==> config.mk <==
export PLATFORM = sky130hd
export DESIGN_NAME = capacitive_wheel_position_unit
export DESIGN_NICKNAME = d
export VERILOG_FILES = /design/src/hdl/cwp_pkg.sv /design/src/hdl/cwp_div.sv /design/src/hdl/capacitive_wheel_position_unit.sv
export SDC_FILE = /design/constraint.sdc
export NUM_CORES = 1
export LEC_CHECK = 0
export ABC_AREA = 1
export ABC_CLOCK_PERIOD_IN_PS = 12510
export BUFFER_PORTS_ARGS = -buffer_cell sky130_fd_sc_hd__buf_2
export CAP_MARGIN = 20
export CORE_MARGIN = 2
export CORE_UTILIZATION = 50
export CTS_CLUSTER_SIZE = 20
export DETAILED_ROUTE_END_ITERATION = 7
export PLACE_DENSITY = 0.68
export SKIP_CTS_REPAIR_TIMING = 1
export SLEW_MARGIN = 40
export SYNTH_ARGS = -nofsm -noshare
export SYNTH_HDL_FRONTEND = slang
export SYNTH_HIERARCHICAL = 1
export SYNTH_SLANG_ARGS = --single-unit
==> constraint.sdc <==
create_clock -name clk -period 12.51 [get_ports clk]
set_clock_uncertainty 0.15 [all_clocks]
set_input_delay 0.6255 -clock clk [delete_from_list [all_inputs] [get_ports clk]]
set_output_delay 0.6255 -clock clk [all_outputs]
set_load 0.02 [all_outputs]
==> src/hdl/cwp_pkg.sv <==
// Shared constants and types for the capacitive wheel position unit.
package cwp_pkg;

  // Field widths
  localparam int DELTA_BITS = 10;
  localparam int SUM_W      = DELTA_BITS + 2;
  localparam int GAIN_W     = 8;
  localparam int PROD_W     = DELTA_BITS + GAIN_W;
  localparam int ANGLE_W    = 8;
  localparam int STEP_W     = 16;

  // Stream word widths, padded to whole bytes
  localparam int IN_FIELDS_W  = 3 * DELTA_BITS + SUM_W;
  localparam int IN_TDATA_W   = ((IN_FIELDS_W + 7) / 8) * 8;
  localparam int IN_TUSER_W   = 2;
  localparam int OUT_FIELDS_W = ANGLE_W + STEP_W;
  localparam int OUT_TDATA_W  = ((OUT_FIELDS_W + 7) / 8) * 8;

  // Configuration port
  localparam int CFG_ADDR_W = 3;
  localparam int CFG_DATA_W = 32;
  localparam logic [0:0] REG_GAIN = 1'b0;
  localparam logic [GAIN_W-1:0] GAIN_RESET = 8'd83;

  // Sector bases and offset divisor
  localparam logic [ANGLE_W-1:0] BASE_A = 8'd0;
  localparam logic [ANGLE_W-1:0] BASE_B = 8'd86;
  localparam logic [ANGLE_W-1:0] BASE_C = 8'd171;
  localparam int OFFSET_DIV = 3;

  // Request to and response from the shared divider
  typedef struct packed {
    logic              start;
    logic [PROD_W-1:0] num;
    logic [SUM_W-1:0]  den;
  } div_req_t;

  typedef struct packed {
    logic              done;
    logic [PROD_W-1:0] quo;
  } div_rsp_t;

endpackage

==> src/hdl/cwp_div.sv <==
// Shared restoring divider, one quotient bit per cycle.
module cwp_div import cwp_pkg::*; (
  input  logic     clk,
  input  logic     rst_n,
  input  div_req_t req,
  output div_rsp_t rsp
);

  localparam int CNT_W = $clog2(PROD_W + 1);

  logic              busy_r;
  logic              done_r;
  logic [CNT_W-1:0]  cnt_r;
  logic [SUM_W-1:0]  rem_r;
  logic [SUM_W-1:0]  den_r;
  logic [PROD_W-1:0] quo_r;

  logic [SUM_W:0] shifted;
  logic [SUM_W:0] trial;
  logic           fits;

  // Trial subtract of the divisor from the shifted partial remainder
  always_comb begin
    shifted = {rem_r, quo_r[PROD_W-1]};
    trial   = shifted - {1'b0, den_r};
    fits    = shifted >= {1'b0, den_r};
  end

  // Control: count the quotient bits, pulse done after the last one
  always_ff @(posedge clk) begin
    if (!rst_n) begin
      busy_r <= 1'b0;
      done_r <= 1'b0;
      cnt_r  <= '0;
    end else begin
      done_r <= 1'b0;
      if (req.start) begin
        busy_r <= 1'b1;
        cnt_r  <= CNT_W'(PROD_W);
      end else if (busy_r) begin
        cnt_r <= cnt_r - CNT_W'(1);
        if (cnt_r == CNT_W'(1)) begin
          busy_r <= 1'b0;
          done_r <= 1'b1;
        end
      end
    end
  end

  // Datapath: load operands, then shift in one quotient bit a cycle
  always_ff @(posedge clk) begin
    if (req.start) begin
      rem_r <= '0;
      quo_r <= req.num;
      den_r <= req.den;
    end else if (busy_r) begin
      rem_r <= fits ? trial[SUM_W-1:0] : shifted[SUM_W-1:0];
      quo_r <= {quo_r[PROD_W-2:0], fits};
    end
  end

  assign rsp.done = done_r;
  assign rsp.quo  = quo_r;

endmodule

==> src/hdl/capacitive_wheel_position_unit.sv <==
// Top level: three-electrode wheel angle from a normalised centroid, with step count.
//
//  Channel  Ports                 Word contents (lowest bits first)
//  in       in_t* (slave)         tuser: touch_now, touch_before
//                                 tdata: delta_a, delta_b, delta_c, delta_sum
//  out      out_t* (master)       tuser: updated; tdata: wheel_angle, step_sum
//  cfg      psel..prdata (APB)    register 0 at address 0: gain
//
// A word without touch needs no division. A touch word runs one shared 18-bit
// restoring divider four times (three normalisations by the total, then the
// offset by three), one quotient bit per cycle, each run with its own set-up.
// Reset is synchronous and active low; gain returns to 83 and all angles and the
// step sum to zero. in_tready is high only while the sequencer is idle; a finished
// result waits in the output register until taken, a later one in the sequencer.
module capacitive_wheel_position_unit import cwp_pkg::*; (
  input  logic                   clk,
  input  logic                   rst_n,
  // input stream
  input  logic                   in_tvalid,
  output logic                   in_tready,
  input  logic [IN_TDATA_W-1:0]  in_tdata,   // delta_a, delta_b, delta_c, delta_sum
  input  logic [IN_TUSER_W-1:0]  in_tuser,   // touch_now, touch_before
  // result stream
  output logic                   out_tvalid,
  input  logic                   out_tready,
  output logic [OUT_TDATA_W-1:0] out_tdata,  // wheel_angle, step_sum
  output logic                   out_tuser,  // updated
  // configuration
  input  logic                   psel,
  input  logic                   penable,
  input  logic                   pwrite,
  input  logic [CFG_ADDR_W-1:0]  paddr,
  input  logic [CFG_DATA_W-1:0]  pwdata,
  output logic [CFG_DATA_W-1:0]  prdata,
  output logic                   pready
);

  localparam logic [2:0] ST_IDLE = 3'd0;
  localparam logic [2:0] ST_MUL  = 3'd1;
  localparam logic [2:0] ST_DST  = 3'd2;
  localparam logic [2:0] ST_DWT  = 3'd3;
  localparam logic [2:0] ST_CMP  = 3'd4;
  localparam logic [2:0] ST_OST  = 3'd5;
  localparam logic [2:0] ST_OWT  = 3'd6;
  localparam logic [2:0] ST_FIN  = 3'd7;

  logic [2:0]            state_r, state_nxt;
  logic [GAIN_W-1:0]     gain_r;
  logic [DELTA_BITS-1:0] dl_r [3];
  logic [SUM_W-1:0]      sum_r;
  logic                  before_r;
  logic [1:0]            ch_r;
  logic [PROD_W-1:0]     prod_r;
  logic [PROD_W-1:0]     q_r [3];
  logic [PROD_W-1:0]     mag_r;
  logic                  neg_r;
  logic [ANGLE_W-1:0]    base_r;
  logic                  upd_r;
  logic [ANGLE_W-1:0]    latest_r;
  logic [ANGLE_W-1:0]    shown_r;
  logic [STEP_W-1:0]     step_r;
  logic                  out_valid_r;
  logic                  out_upd_r;
  logic [OUT_TDATA_W-1:0] out_data_r;

  div_req_t div_req;
  div_rsp_t div_rsp;

  logic               in_acc;
  logic               cfg_wr;
  logic               out_free;
  logic [PROD_W-1:0]  win_x, win_y;
  logic [ANGLE_W-1:0] win_base;
  logic [ANGLE_W-1:0] off8;
  logic [ANGLE_W-1:0] pos8;

  assign in_tready = (state_r == ST_IDLE);
  assign in_acc    = in_tvalid && in_tready;
  assign out_free  = !out_valid_r || out_tready;

  // Configuration port: register write and read back
  assign pready = 1'b1;
  assign cfg_wr = psel && penable && pwrite && pready;
  assign prdata = (paddr[2] == REG_GAIN) ? CFG_DATA_W'(gain_r) : '0;

  always_ff @(posedge clk) begin
    if (!rst_n) begin
      gain_r <= GAIN_RESET;
    end else if (cfg_wr && (paddr[2] == REG_GAIN)) begin
      gain_r <= pwdata[GAIN_W-1:0];
    end
  end

  // Shared divider
  always_comb begin
    div_req.start = (state_r == ST_DST) || (state_r == ST_OST);
    div_req.num   = (state_r == ST_OST) ? mag_r : prod_r;
    div_req.den   = (state_r == ST_OST) ? SUM_W'(OFFSET_DIV) : sum_r;
  end

  cwp_div u_div (
    .clk   (clk),
    .rst_n (rst_n),
    .req   (div_req),
    .rsp   (div_rsp)
  );

  // Sector choice: a if strictly largest, else b if no less than a and c, else c
  always_comb begin
    if ((q_r[0] > q_r[1]) && (q_r[0] > q_r[2])) begin
      win_base = BASE_A;
      win_x    = q_r[1];
      win_y    = q_r[2];
    end else if ((q_r[1] >= q_r[0]) && (q_r[1] >= q_r[2])) begin
      win_base = BASE_B;
      win_x    = q_r[2];
      win_y    = q_r[0];
    end else begin
      win_base = BASE_C;
      win_x    = q_r[0];
      win_y    = q_r[1];
    end
  end

  // Offset truncated toward zero: negate the magnitude quotient, keep low bits
  assign off8 = neg_r ? (ANGLE_W'(0) - div_rsp.quo[ANGLE_W-1:0])
                      : div_rsp.quo[ANGLE_W-1:0];
  assign pos8 = base_r + off8;

  // Sequencer next state
  always_comb begin
    state_nxt = state_r;
    unique case (state_r)
      ST_IDLE: if (in_acc) state_nxt = in_tuser[0] ? ST_MUL : ST_FIN;
      ST_MUL:  state_nxt = ST_DST;
      ST_DST:  state_nxt = ST_DWT;
      ST_DWT:  if (div_rsp.done) state_nxt = (ch_r == 2'd2) ? ST_CMP : ST_MUL;
      ST_CMP:  state_nxt = ST_OST;
      ST_OST:  state_nxt = ST_OWT;
      ST_OWT:  if (div_rsp.done) state_nxt = ST_FIN;
      ST_FIN:  if (out_free) state_nxt = ST_IDLE;
      default: state_nxt = ST_IDLE;
    endcase
  end

  // Control and wheel state
  always_ff @(posedge clk) begin
    if (!rst_n) begin
      state_r  <= ST_IDLE;
      ch_r     <= '0;
      upd_r    <= 1'b0;
      latest_r <= '0;
      shown_r  <= '0;
      step_r   <= '0;
    end else begin
      state_r <= state_nxt;
      if (in_acc) begin
        ch_r  <= '0;
        upd_r <= 1'b0;
      end
      if ((state_r == ST_DWT) && div_rsp.done) begin
        ch_r <= ch_r + 2'd1;
      end
      // Commit the new angle; on a repeated touch report it and count the step
      if ((state_r == ST_OWT) && div_rsp.done) begin
        latest_r <= pos8;
        if (before_r) begin
          upd_r   <= 1'b1;
          shown_r <= pos8;
          step_r  <= step_r + STEP_W'(pos8) - STEP_W'(latest_r);
        end
      end
    end
  end

  // Payload: capture the word, products, quotients and offset operands
  always_ff @(posedge clk) begin
    if (in_acc) begin
      dl_r[0]  <= in_tdata[DELTA_BITS-1:0];
      dl_r[1]  <= in_tdata[2*DELTA_BITS-1:DELTA_BITS];
      dl_r[2]  <= in_tdata[3*DELTA_BITS-1:2*DELTA_BITS];
      sum_r    <= in_tdata[3*DELTA_BITS+SUM_W-1:3*DELTA_BITS];
      before_r <= in_tuser[1];
    end
    if (state_r == ST_MUL) begin
      prod_r <= PROD_W'(gain_r) * PROD_W'(dl_r[ch_r]);
    end
    // A zero total gives a zero quotient
    if ((state_r == ST_DWT) && div_rsp.done) begin
      q_r[ch_r] <= (sum_r == '0) ? '0 : div_rsp.quo;
    end
    if (state_r == ST_CMP) begin
      base_r <= win_base;
      neg_r  <= win_x < win_y;
      mag_r  <= (win_x < win_y) ? (win_y - win_x) : (win_x - win_y);
    end
  end

  // Output register
  always_ff @(posedge clk) begin
    if (!rst_n) begin
      out_valid_r <= 1'b0;
    end else if ((state_r == ST_FIN) && out_free) begin
      out_valid_r <= 1'b1;
    end else if (out_tready) begin
      out_valid_r <= 1'b0;
    end
  end

  always_ff @(posedge clk) begin
    if ((state_r == ST_FIN) && out_free) begin
      out_upd_r  <= upd_r;
      out_data_r <= OUT_TDATA_W'({step_r, shown_r});
    end
  end

  assign out_tvalid = out_valid_r;
  assign out_tuser  = out_upd_r;
  assign out_tdata  = out_data_r;

endmodule

# Yosys cells after proc, flatten, opt, wreduce, memory -nomap -nowiden
# Memory sizes are Yosys's and may differ from the RTL's. A register that Yosys moved wholly into a read port is not among the register bits.
# Index checks and enable logic that the tools add are counted.
# word_totals
ff_bits	179
latch_bits	0
mem_bits_rw	84
rom_bits	0
inputBits	92
wordCells	117
memories	2
# classes
addsub	9
multipliers	1
div_mod_pow	0
magnitude_cmp	6
n_eq_ne	13
shift	0
n_mux	39
n_bitwise	3
reduce_logical	21
# memory_table
memory	depth	width	read_ports	rd_ports_with_merged_regs	write_ports	line	rtl
q_r	3	18	3	0	1	capacitive_wheel_position_unit.sv:54	logic [PROD_W-1:0] q_r [3];
dl_r	3	10	1	1	3	capacitive_wheel_position_unit.sv:49	logic [DELTA_BITS-1:0] dl_r [3];
# op_table
operator	count
$mux 18	9
$ge 18x18->1	2
$gt 18x18->1	2
$sub 18x18->18	2
$mux 8	3
$pmux 3 s8	1
$lt 18x18->1	1
$mul 8x10->18	1
$mux 3	6
$add 16x8->16	1
$sub 16x8->16	1
$ge 13x12->1	1
$mux 1	13
$eq 3x3->1 const B	4
$logic_not 12->1	1
$mux 12	1
$sub 12x12->12	1
$mux 5	2
$logic_and 1x1->1	9
$add 8x8->8	1
$mux 2	4
$sub 1x8->8 const A	1
$eq 3x2->1 const B	2
$ne 2x1->1 const B	3
15 further kinds	20

# Longest topological paths before layout
# An unclocked memory read counts as a cell.
# depth
depth_word	7
ltp_mapped	31
mapped_depth_nobuf	29

# Hierarchy
# Netlist, hierarchy kept.
# modules_own_cells
mod	n_inst	cells_per_inst	area_per_inst_um2	seq_area_each_um2
capacitive_wheel_position_unit	1	2025	16430.8	5845.6
cwp_div	1	366	2827.7	1281.2

# Worst setup path before layout
# No wires, ideal clock.
# synth_path
path_type	flip-flop to flip-flop
startpoint	register (tool-made name)
endpoint	register prod_r[14], data pin
setup_ns	0.259
t_arrival_ns	4.454
required_time_ns	12.101
path_slack_ns	7.647
path_stages_with_launch	19
path_buffers	1
synth_period_minus_slack_ns	4.863
path_cell_list	dfxtp_1 > clkbuf_1 > nand2_1 > nand3_1 > o21ai_1 > or2_2 > fa_1 > fa_1 > fa_1 > fa_1 > inv_1 > ha_1 > a21o_1 > a21oi_1 > inv_1 > a21o_1 > nand2_1 > nand2_1 > xor2_1
# synth_rtl
item	line	rtl
end signal, assigned	capacitive_wheel_position_unit.sv:186	prod_r <= PROD_W'(gain_r) * PROD_W'(dl_r[ch_r]);
end, declared	capacitive_wheel_position_unit.sv:53	logic [PROD_W-1:0] prod_r;

==> metrics.md <==
| Metric | Value |
|---|---|
| Maximum buffer depth of the clock tree | `3` |
| Clock tree from TritonCTS | `built` |
| Die area | `40,100 um^2` |
| Number of vias per cell after detailed routing | `5.19` |
| Part of the Yosys area used for sequential elements | `0.370` |
| Max-slew violations | `0` |
| Vias after detailed routing | `15,500` |
| Most frequent cells in the layout | `609 x nand2_1, 410 x inv_1, 192 x edfxtp_1, 187 x nor2_1, 168 x ha_1` |
| Type of the tightest min-delay check | `in -> reg` |
| Final ANT Viol Nets | `0` |
| Worst hold endpoint | `dl_r[1][4]$_DFFE_PP_` |
| Number of buffers created by CTS | `30` |
| Setup TNS | `0 ns` |
| Cells after synthesis | `2,391` |
| Critical path peak fanout | `11` |
| Number of different library cells in the post-synthesis netlist | `55` |
| Clock H-tree levels | `1` |
| Post-synthesis simple-gate area fraction | `0.233` |
| Critical Path AT | `5.83 ns` |
| Final setup violation count | `0` |
| Area fraction in compound gates after synthesis | `0.0735` |
| Iter 0 DRT Violations | `roughly 1,200` |
| Total number of nets in the final design | `2,777` |
| Largest net degree at the start of global routing | `47` |
| Global-route wire length before repair | `roughly 75,000 um` |
| HPWL Detailed | `34,300 um` |
| Starting utilization of the core area | `0.510` |
| Leftover overflow at the end of global routing | `0` |
| Xor-xnor portion of the synthesized cell area | `0.0291` |
| Fraction of registers with async set/reset | `0` |
| Slew at the pin closest to its max-slew limit | `0.770 ns` |
| Wirelength per Cell | `between 15 and 20 um` |
| Setup repair after global routing missed its margin | `false` |
| Number of inserted diodes | `0` |
| Setup slack of the most critical reg-to-reg path | `6.84 ns` |
| CTS Root Buffer Type | `clkbuf_16` |
| Layout cells sized above 1 | `0.102` |
| Core Area | `37,800 um^2` |
| Worst supply voltage drop on vdd | `208 uV` |
| Leakage dissipation | `approximately 11 nW` |
| Upper clock frequency limit | `176 MHz` |
| Logic depth of the worst register-to-register path | `19` |
| Data required time at the worst endpoint | `12.67 ns` |
| Most frequent standard cell in the layout excluding fill and tap cells | `nand2_1` |
| Number of global-route vias before repair | `~15,000` |
| Number of DRC violations after detailed routing | `0` |
| Area leader, netlist | `edfxtp_1` |
| Area delta synth->final | `9.15%` |
| Max-capacitance violation count | `0` |
| #FFs+latches synth | `260` |
| Number of buffers inserted by port buffering | `94` |
| Placer's final routability congestion estimate | `between 0.8 and 0.9` |
| CTS Sinks | `260` |
| Fin crit share | `0.453` |
| Most instantiated flip-flop cell in the synthesis netlist | `edfxtp_1` |
| Clock transition at path regs | `0.06 ns` |
| Outcome | `completed` |
| Number of synthesized flops with an enable pin | `192` |
| Crit. End Element | `register` |
| Reg-to-Reg End | `prod_r[14]$_DFFE_PP_` |
| Ports | `152` |
| Slew margin rel. | `0.481` |
| Site row count | `just over 70` |
| Post-detailed-routing wire length | `approximately 45,000 um` |
| Largest family of logic cells by synthesized area | `simple AND/OR/NAND/NOR gates` |
| Hold Crit Start | `in_tdata[14]` |
| Start-to-end type of the worst setup path | `reg -> reg` |
| Share of cell area taken by muxes after synthesis | `0.0105` |
| Post-place instance area | `~20,000 um^2` |
| Layout Utilization | `0.557` |
| Number of cells on the worst hold path | `1` |
| Number of iterations in the first detailed-routing pass | `5` |
| Total standard cell area after synthesis | `roughly 19,000 um^2` |
| Number of antenna violations at the first check in global routing | `0` |
| Overall Power | `between 4 and 5 mW` |
| Number of hold violations in the final report | `0` |
| Syn Area/Cell | `8.05 um^2` |
| Area fraction of the dominant cell type after synthesis | `0.299` |
| Total global routing track utilization | `0.224` |
| Die boundary width | `roughly 200 um` |
| Final instance area | `21,000 um^2` |
| Type of element launching the critical path | `register` |
| Clock latency at the later pin of the worst-skew pair | `0.57 ns` |
| Top cells by area in the synthesized netlist | `edfxtp_1 30%, nand2_1 12%, ha_1 11%` |
| Die boundary height | `200 um` |
| Time the worst path needs with I/O delays and setup | `5.67 ns` |
| Warning count from the yosys run | `6` |
| Share of synthesized cell area in full adder, half adder and majority cells | `0.172` |
| P per Cell Area | `between 200 and 250 nW/um^2` |
==> report_power, final <==
group          switching, mW  internal (mW)  total (mW)
clock network          0.367          0.501       0.868
registers             0.0816           1.21        1.29
logic                   1.41          0.827        2.24
==> through the flow <==
stage,hold slack (ns),setup slack [ns],std cells
detailed placement,0.260,6.84,2936
global route,0.0471,6.38,2992
floorplan,0.253,7.65,2414
finish,0.0719,6.84,2992
CTS,0.0517,6.79,2992
global placement,0.268,6.73,2936
==> cells by family after synthesis <==
| group | count (synthesis) |
|---|---|
| adder cells (fa/ha/maj) | 228 |
| AND/OR/NAND/NOR | 1049 |
| XOR/XNOR | 64 |
| buffers and inverters | 517 |
| AO/OA/AOI/OAI | 253 |
| other | 2 |
| flip-flops | 260 |
| multiplexers | 18 |
==> state kept, by name, indices dropped and copies added (netlist names), 2 cells and up, named ones only <==
register     count
gain_r           8
base_r           3
shown_r          8
q_r             54
out_tdata       24
u_div/rem_r     12
prod_r          18
mag_r           18
state_r          3
u_div/quo_r     18
latest_r         8
sum_r           12
ch_r             2
dl_r            30
step_r          16
u_div/cnt_r      5
u_div/den_r     12
==> Yosys cell counts (31+ instances only) <==
master,count
ha_1,168
fa_1,60
nand2_1,609
xor2_1,48
nand3_1,153
edfxtp_1,192
buf_4,31
dfxtp_1,68
o21ai_0,66
nor2_1,190
a21oi_1,130
inv_1,411
==> critical path, stage by stage, from the launching register on <==
cell      delay, ns
dfxtp_1        0.52
clkinv_1       0.33
nand2_1        0.13
nand3_1        0.08
o21ai_0        0.33
inv_1          0.26
nand2_1        0.16
fa_1           0.44
fa_1           0.48
fa_1           0.51
fa_1           0.54
inv_1          0.04
ha_1           0.33
a21o_1         0.17
a21oi_1        0.34
inv_1          0.12
a21o_1         0.20
nand2_1        0.07
nand2_1        0.06
xor2_1         0.14
==> final cells by class <==
class	instances	area, um^2
clock buffers	35	832
clock inverters	21	176
fillers	3454	16700
inverters	424	1590
multi-input cells	1637	10100
flip-flops and latches	260	7130
well taps	511	639
repair buffers	104	546
==> layer usage <==
metal  part of all wire  track usage  vias up
met3              0.061       0.0231       77
met1               0.45        0.301     7261
met5                  0            0        -
met2               0.47        0.385      452
met4              0.024       0.0632        0
li1                   -            -     7740
==> worst max path at each step <==
| stage | slack [ns] | startpoint | cells past startpoint | end |
|---|---|---|---|---|
| after floorplan | 7.65 | register | 18 | prod_r[14]$_DFFE_PP_ |
| after global placement | 6.73 | q_r[1][13]$_DFFE_PP_ | 20 | mag_r[12]$_DFFE_PP_ |
| after detailed placement | 6.84 | register | 23 | prod_r[15]$_DFFE_PP_ |
| after CTS | 6.79 | register | 23 | prod_r[15]$_DFFE_PP_ |
| after global routing | 6.38 | register | 23 | prod_r[15]$_DFFE_PP_ |
| final | 6.84 | register | 19 | prod_r[14]$_DFFE_PP_ |
Note: power is estimated with default switching activity, not from simulation.
